[src/hw/rtl/rtd_pkg.sv]
// Shared types, constants and the order-word update for the rotation detector.
// Depends on nothing; used by rtd_hyst_cmp and the top level.
package rtd_pkg;

    // Rotation codes.
    localparam logic [1:0] DIR_UNKNOWN = 2'd0;
    localparam logic [1:0] DIR_RIGHT   = 2'd1;
    localparam logic [1:0] DIR_LEFT    = 2'd2;

    // Hysteresis half band after reset, in ADC counts.
    localparam int THR_RESET = 100;

    // Order words that identify each rotation, phase codes packed from the low bits.
    localparam logic [5:0] RIGHT_WORD0 = 6'h39;
    localparam logic [5:0] RIGHT_WORD1 = 6'h1E;
    localparam logic [5:0] RIGHT_WORD2 = 6'h27;
    localparam logic [5:0] LEFT_WORD0  = 6'h2D;
    localparam logic [5:0] LEFT_WORD1  = 6'h36;
    localparam logic [5:0] LEFT_WORD2  = 6'h1B;

    localparam logic [1:0] LAST_POS = 2'd3;

    typedef struct packed {
        logic rise;
        logic fall;
    } cross_t;

    typedef struct packed {
        logic [5:0] word;
        logic [1:0] count;
        logic [1:0] dir;
        logic       done;
    } order_t;

    function automatic logic [1:0] match_word(input logic [5:0] word);
        logic [1:0] d;
        d = DIR_UNKNOWN;
        if (word == RIGHT_WORD0 || word == RIGHT_WORD1 || word == RIGHT_WORD2) begin
            d = DIR_RIGHT;
        end
        else if (word == LEFT_WORD0 || word == LEFT_WORD1 || word == LEFT_WORD2) begin
            d = DIR_LEFT;
        end
        return d;
    endfunction

    // Appends one phase code; the third code completes a decision and clears the word.
    function automatic order_t add_code(input order_t st, input logic [1:0] code);
        order_t r;
        r = st;
        case (st.count)
            2'd0:    r.word = st.word | {4'b0000, code};
            2'd1:    r.word = st.word | {2'b00, code, 2'b00};
            2'd2:    r.word = st.word | {code, 4'b0000};
            default: r.word = st.word;
        endcase
        r.count = st.count + 2'd1;
        if (r.count == LAST_POS) begin
            r.dir   = match_word(r.word);
            r.word  = 6'd0;
            r.count = 2'd0;
            r.done  = 1'b1;
        end
        return r;
    endfunction

endpackage

[src/hw/rtl/rtd_hyst_cmp.sv]
// Hysteresis zero-crossing comparator for one phase against neutral.
// Depends on rtd_pkg for the crossing struct.
module rtd_hyst_cmp
    import rtd_pkg::*;
#(
    parameter int SAMPLE_BITS = 12
)
(
    input  logic [SAMPLE_BITS-1:0] phase_sample,
    input  logic [SAMPLE_BITS-1:0] neutral_sample,
    input  logic [SAMPLE_BITS-1:0] threshold,
    input  logic                   polarity,
    output cross_t                 xing
);

    localparam int VW = SAMPLE_BITS + 2;

    logic signed [VW-1:0] volt;
    logic signed [VW-1:0] thr_pos;
    logic signed [VW-1:0] thr_neg;

    assign volt    = signed'({2'b00, phase_sample}) - signed'({2'b00, neutral_sample});
    assign thr_pos = signed'({2'b00, threshold});
    assign thr_neg = -thr_pos;

    // Both bounds are inclusive, so a zero band toggles on a zero voltage.
    assign xing.rise = !polarity && (volt >= thr_pos);
    assign xing.fall = polarity && (volt <= thr_neg);

endmodule

[src/hw/rtl/three_phase_rotation_detector_top.sv]
// Three-phase rotation detector: hysteresis crossing per phase and order-word decode.
// Depends on rtd_pkg and rtd_hyst_cmp.
//
//  channel | signals                                           | dir
//  --------+---------------------------------------------------+-----
//  in      | in_valid/in_ready, l1/l2/l3/neutral_sample        | in
//  out     | out_valid/out_ready, rotation, rotation_updated,  | out
//          | rising_mask                                       |
//  cfg     | cfg_valid/cfg_ready, zero_cross_threshold         | in
//
// One beat per cycle sustained while out_ready holds; a beat's result passes through the
// input register, then the comparator and order logic into the result register. Reset
// sets all polarities positive, clears the order word and its direction (not the rotation
// output register), and loads the band with 100. A stalled output holds the input
// register, which then stalls in.
module three_phase_rotation_detector_top
    import rtd_pkg::*;
#(
    parameter int SAMPLE_BITS = 12
)
(
    input  logic                   clk,
    input  logic                   rst_n,
    input  logic                   in_valid,
    output logic                   in_ready,
    input  logic [SAMPLE_BITS-1:0] l1_sample,
    input  logic [SAMPLE_BITS-1:0] l2_sample,
    input  logic [SAMPLE_BITS-1:0] l3_sample,
    input  logic [SAMPLE_BITS-1:0] neutral_sample,
    output logic                   out_valid,
    input  logic                   out_ready,
    output logic [1:0]             rotation,
    output logic                   rotation_updated,
    output logic [2:0]             rising_mask,
    input  logic                   cfg_valid,
    output logic                   cfg_ready,
    input  logic [SAMPLE_BITS-1:0] zero_cross_threshold
);

    localparam logic [SAMPLE_BITS-1:0] ThrResetVal = SAMPLE_BITS'(THR_RESET);

    logic                   s1_valid_reg, s1_valid_next;
    logic [SAMPLE_BITS-1:0] ph_reg [3];
    logic [SAMPLE_BITS-1:0] neu_reg;
    logic [SAMPLE_BITS-1:0] thr_reg;
    logic [2:0]             pol_reg, pol_next;
    logic [5:0]             word_reg;
    logic [1:0]             count_reg;
    logic [1:0]             dir_reg;
    logic                   out_valid_reg, out_valid_next;
    logic [1:0]             rot_reg;
    logic                   upd_reg;
    logic [2:0]             mask_reg;
    logic                   advance;
    logic                   in_fire;
    cross_t                 xing [3];
    order_t                 ord_next;
    logic [2:0]             mask_next;

    assign advance   = s1_valid_reg && (!out_valid_reg || out_ready);
    assign in_ready  = !s1_valid_reg || advance;
    assign in_fire   = in_valid && in_ready;
    assign cfg_ready = 1'b1;

    for (genvar k = 0; k < 3; k++) begin : g_cmp
        rtd_hyst_cmp #(
            .SAMPLE_BITS(SAMPLE_BITS)
        ) u_cmp (
            .phase_sample  (ph_reg[k]),
            .neutral_sample(neu_reg),
            .threshold     (thr_reg),
            .polarity      (pol_reg[k]),
            .xing          (xing[k])
        );
    end

    // Crossings are taken in phase order; a decision may complete mid-sample and the
    // later codes then start a fresh word.
    always_comb
    begin
        order_t st;
        st.word  = word_reg;
        st.count = count_reg;
        st.dir   = dir_reg;
        st.done  = 1'b0;
        pol_next  = pol_reg;
        mask_next = 3'b000;
        for (int k = 0; k < 3; k++) begin
            if (xing[k].rise) begin
                pol_next[k]  = 1'b1;
                mask_next[k] = 1'b1;
                st = add_code(st, 2'(k + 1));
            end
            else if (xing[k].fall) begin
                pol_next[k] = 1'b0;
            end
        end
        ord_next = st;
    end

    always_comb
    begin
        s1_valid_next = s1_valid_reg;
        if (in_fire) begin
            s1_valid_next = 1'b1;
        end
        else if (advance) begin
            s1_valid_next = 1'b0;
        end
        out_valid_next = out_valid_reg;
        if (advance) begin
            out_valid_next = 1'b1;
        end
        else if (out_ready) begin
            out_valid_next = 1'b0;
        end
    end

    always_ff @(posedge clk or negedge rst_n)
    begin
        if (!rst_n) begin
            s1_valid_reg  <= 1'b0;
            out_valid_reg <= 1'b0;
            thr_reg       <= ThrResetVal;
            pol_reg       <= 3'b111;
            word_reg      <= 6'd0;
            count_reg     <= 2'd0;
            dir_reg       <= DIR_UNKNOWN;
        end
        else begin
            s1_valid_reg  <= s1_valid_next;
            out_valid_reg <= out_valid_next;
            if (cfg_valid && cfg_ready) begin
                thr_reg <= zero_cross_threshold;
            end
            if (advance) begin
                pol_reg   <= pol_next;
                word_reg  <= ord_next.word;
                count_reg <= ord_next.count;
                dir_reg   <= ord_next.dir;
            end
        end
    end

    always_ff @(posedge clk)
    begin
        if (in_fire) begin
            ph_reg[0] <= l1_sample;
            ph_reg[1] <= l2_sample;
            ph_reg[2] <= l3_sample;
            neu_reg   <= neutral_sample;
        end
        if (advance) begin
            rot_reg  <= ord_next.dir;
            upd_reg  <= ord_next.done;
            mask_reg <= mask_next;
        end
    end

    assign out_valid        = out_valid_reg;
    assign rotation         = rot_reg;
    assign rotation_updated = upd_reg;
    assign rising_mask      = mask_reg;

endmodule

[config.mk]
export PLATFORM = sky130hd
export DESIGN_NAME = three_phase_rotation_detector_top
export DESIGN_NICKNAME = d
export VERILOG_FILES = /design/src/hw/rtl/rtd_pkg.sv /design/src/hw/rtl/rtd_hyst_cmp.sv /design/src/hw/rtl/three_phase_rotation_detector_top.sv
export SDC_FILE = /design/constraint.sdc
export NUM_CORES = 1
export LEC_CHECK = 0
export BUFFER_PORTS_ARGS = -buffer_cell sky130_fd_sc_hd__buf_2
export CAP_MARGIN = 20
export CORE_MARGIN = 1.5
export CORE_UTILIZATION = 45
export DETAILED_ROUTE_END_ITERATION = 10
export PLACE_DENSITY = 0.7
export REMOVE_ABC_BUFFERS = 1
export SYNTH_ARGS = -nofsm -noshare
export SYNTH_HDL_FRONTEND = slang
export SYNTH_SLANG_ARGS = --single-unit
export TNS_END_PERCENT = 100
[constraint.sdc]
create_clock -name clk -period 7.72 [get_ports clk]
set_input_delay 1.158 -clock clk [delete_from_list [all_inputs] [get_ports clk]]
set_output_delay 1.158 -clock clk [all_outputs]
set_load 0.005 [all_outputs]
==> results.json <==
{
  "outcome": "finished clean",
  "post_synth_fa_ha_maj_area_fraction_pct": 20.6,
  "cp-start-kind": "flip-flop",
  "num_rows": 45,
  "cts_buffers": 9,
  "timing.fmax_mhz": 167,
  "synth.yosys.seq_area_share_pct": 32.3,
  "worst_setup_path_end_kind": "flip-flop",
  "max_cap_viol_count": 0,
  "clkSlewWorstSetupHoldPaths_ps": 70,
  "cts_repair_resize_count": 0,
  "timing_worst_setup_path_type": "flip-flop to flip-flop",
  "utilization_pct": 52.3,
  "critPathRequiredTime_ps": 7980,
  "diodes": 0,
  "grt_pass1_wl_um": 28600,
  "drt.antenna.violating_nets": 0,
  "switchingPower_uw": 816,
  "cts_setup_buffers": 0,
  "layout.filler_cells": 1424,
  "core-area_sq_um": 15400,
  "start_util_pct": 46.4,
  "ir_worst_vdd_uv": 155,
  "highest-signal-layer": "met4",
  "wire_per_inst_um": 16.6,
  "yosys_warnings": 0,
  "area_fraction_in_compound_gates_after_synthesis_pct": 21.0,
  "drt_iter0_markers": 567,
  "post_cts_hold_buffer_count": 0,
  "met1Wirelength_um": 8560,
  "grt_remaining_overflow": 0,
  "yosys.area_share.simple_pct": 17.0,
  "grt_pass1_vias": 5813,
  "vias": 6223,
  "synth_async_sr_flop_share_pct": 33.3,
  "critPathMaxFanout": 26,
  "synth_cell_type_count": 72,
  "worstPathArrival_ps": 6260,
  "max_slew.worst_pin.slew_ps": 993,
  "gp_congestion": 0.991,
  "p_total_mw": 2.03,
  "synth_xor_xnor_area_share_pct": 3.93,
  "cts_root_buf": "clkbuf_16",
  "clockPowerShare_pct": 24.4,
  "pin_count": 74,
  "cts_max_level": 3,
  "grt_setup_unrepaired": "false",
  "routed-wl-met3_um": 1120,
  "minimum_clock_period_ps": 6000,
  "hold_viol_final": 0,
  "slew_headroom_pct": 33.6,
  "port_buffers": 72,
  "yosys-mux-area-fraction_pct": 0.894,
  "p_per_area_nw_per_um2": 253,
  "synth_area_leader_cell": "edfxtp_1",
  "met2RoutedLength_um": 7670,
  "synth_enable_flop_cells": 54,
  "netlist.area_leader.share_pct": 22.7,
  "dieArea_sq_um": 16600,
  "grt_start_max_net_pins": 49,
  "worstHoldPathType": "flip-flop to flip-flop",
  "cts_tree": "done",
  "final_min_period_over_clock_period_pct": 77.7,
  "final_cell_mix": "ha_1, buf_2, nand2_1",
  "finalWirelength_um": 17700,
  "synth_top_family_by_area": "compound AO/OA/AOI/OAI gates",
  "synthTopCellsByArea": "edfxtp_1, ha_1, dfrtp_1",
  "final_nets": 1029,
  "grt_antenna_before_repair": 0,
  "post_route_cells_drive_above_1_share_pct": 13.2,
  "postSynthAreaPerCell_sq_um": 9.06,
  "remaining_drc_errors": 0,
  "finalSetupViolations": 0,
  "finalClockSkew_ps": 11.7,
  "intPower_mw": 1.22,
  "ctsLongestPathBuffers": 2,
  "avgViaCountPerCell": 5.84,
  "power_frac_comb_pct": 44.6,
  "switching_share_pct": 40.1,
  "setup_tns_ps": 0,
  "syn-instance-count": 788,
  "clk-insertion-delay-late_ps": 360,
  "die_w_um": 129,
  "grt_usage_pct": 22.1,
  "sequentialPowerShare_pct": 31.0,
  "total_leakage_power_nw": 3.43,
  "postSynth.topFlopCell": "edfxtp_1",
  "clkSinkCount": 81,
  "dr.pass1.iters": 6,
  "place_hpwl_um": 13700,
  "area_growth_syn_to_layout_pct": 12.6,
  "finalMaxSlewViolations": 0,
  "layout_commonest_cell": "ha_1",
  "largest_register_ffs": 36,
  "die_height_um": 129,
  "syn-cell-area_sq_um": 7140,
  "synth-seq-cells": 81
}
[critical path, cell delays in order, from the launching register on]
cell	delay, ps
edfxtp_1	420
inv_1	210
ha_1	260
nor2b_1	120
o21ai_0	180
a21boi_0	150
o21ai_0	220
a21boi_0	150
o21ai_0	250
a21boi_0	150
o21ai_0	210
nor2b_1	180
xnor2_1	130
ha_1	360
o211ai_1	100
nor4_1	240
a32oi_1	100
a211o_1	580
inv_2	470
nand2_1	180
a21boi_0	180
or4_1	530
a311o_1	390
a31oi_1	140
[through the flow]
step           cells  cell area (sq um)  hold WS [ps]  setup WS [ps]
2_1_floorplan    763               7030           457           2540
3_3_place_gp    1048               7670           470           2020
3_5_place_dp    1048               7670           482           1790
4_1_cts         1064               8020           492           1740
5_1_grt         1065               8040           521            951
6_report        1065               8040           488           1720
[cell type report]
cell class | count | area [sq um] | share of cell area, %
Multi-Input combinational cell | 629 | 4530 | 56.4
Sequential cell | 81 | 2300 | 28.7
Timing Repair Buffer | 75 | 395 | 4.92
Tap cell | 211 | 264 | 3.29
Clock buffer | 10 | 229 | 2.85
Inverter | 53 | 199 | 2.48
Clock inverter | 6 | 115 | 1.43
[layer usage]
layer / up-vias / track usage (%)
met5: - / 0
met4: 0 / 7.07
met3: 30 / 3.62
met2: 221 / 34.4
met1: 2897 / 31.4
li1: 3075 / -
[power by group through the flow]
stage	registers, mW	clock network, mW	logic (mW)
after detailed placement	0.636	0	0.885
final	0.630	0.497	0.907
after global routing	0.640	0.523	1.01
after CTS	0.629	0.506	0.890
after floorplan	0.619	0	0.642
after global placement	0.637	0	0.877
[path summary, 6_finish.rpt]
kind | to | cells past startpoint | startpoint | slack [ps]
setup / recovery | dir_reg[1]$_DFFE_PN0P_ | 23 | neu_reg[1]$_DFFE_PP_ | 1720
hold / removal | out_valid$_DFFE_PN0P_ | 1 | s1_valid_reg$_DFFE_PN0P_ | 490
setup reg to reg | dir_reg[1]$_DFFE_PN0P_ | 23 | neu_reg[1]$_DFFE_PP_ | 1720
hold reg to reg | out_valid$_DFFE_PN0P_ | 1 | s1_valid_reg$_DFFE_PN0P_ | 490
max in group asynchronous | dir_reg[1]$_DFFE_PN0P_ | 1 | rst_n | 6430
min in group asynchronous | thr_reg[0]$_DFFE_PN0P_ | 1 | rst_n | 840
[synthesized netlist by cell type, types with 4 or more instances]
cell / number
ha_1: 112
nand2_1: 69
o21ai_0: 66
nor2_1: 55
edfxtp_1: 54
inv_1: 51
a21oi_1: 47
xnor2_1: 25
nand3_1: 22
dfrtp_1: 21
nor3_1: 20
o21a_1: 19
nand4_1: 18
clkbuf_1: 17
a21boi_0: 14
nand2b_1: 13
nor2b_1: 11
o211ai_1: 11
nor4_1: 8
xor2_1: 7
a211oi_1: 6
a31oi_1: 6
buf_2: 6
dfstp_2: 6
o221ai_1: 5
a21o_1: 4
a221oi_1: 4
or3_1: 4
or4_1: 4
[cell families (layout without fill, tap and decap cells)]
group / count (synthesis) / after routing
AND/OR/NAND/NOR: 247 / 247
AO/OA/AOI/OAI: 227 / 227
adder cells (fa/ha/maj): 116 / 116
flip-flops: 81 / 81
buffers and inverters: 78 / 144
XOR/XNOR: 32 / 32
multiplexers: 6 / 6
other: 1 / 1
Power figures use the tool's default switching activity.
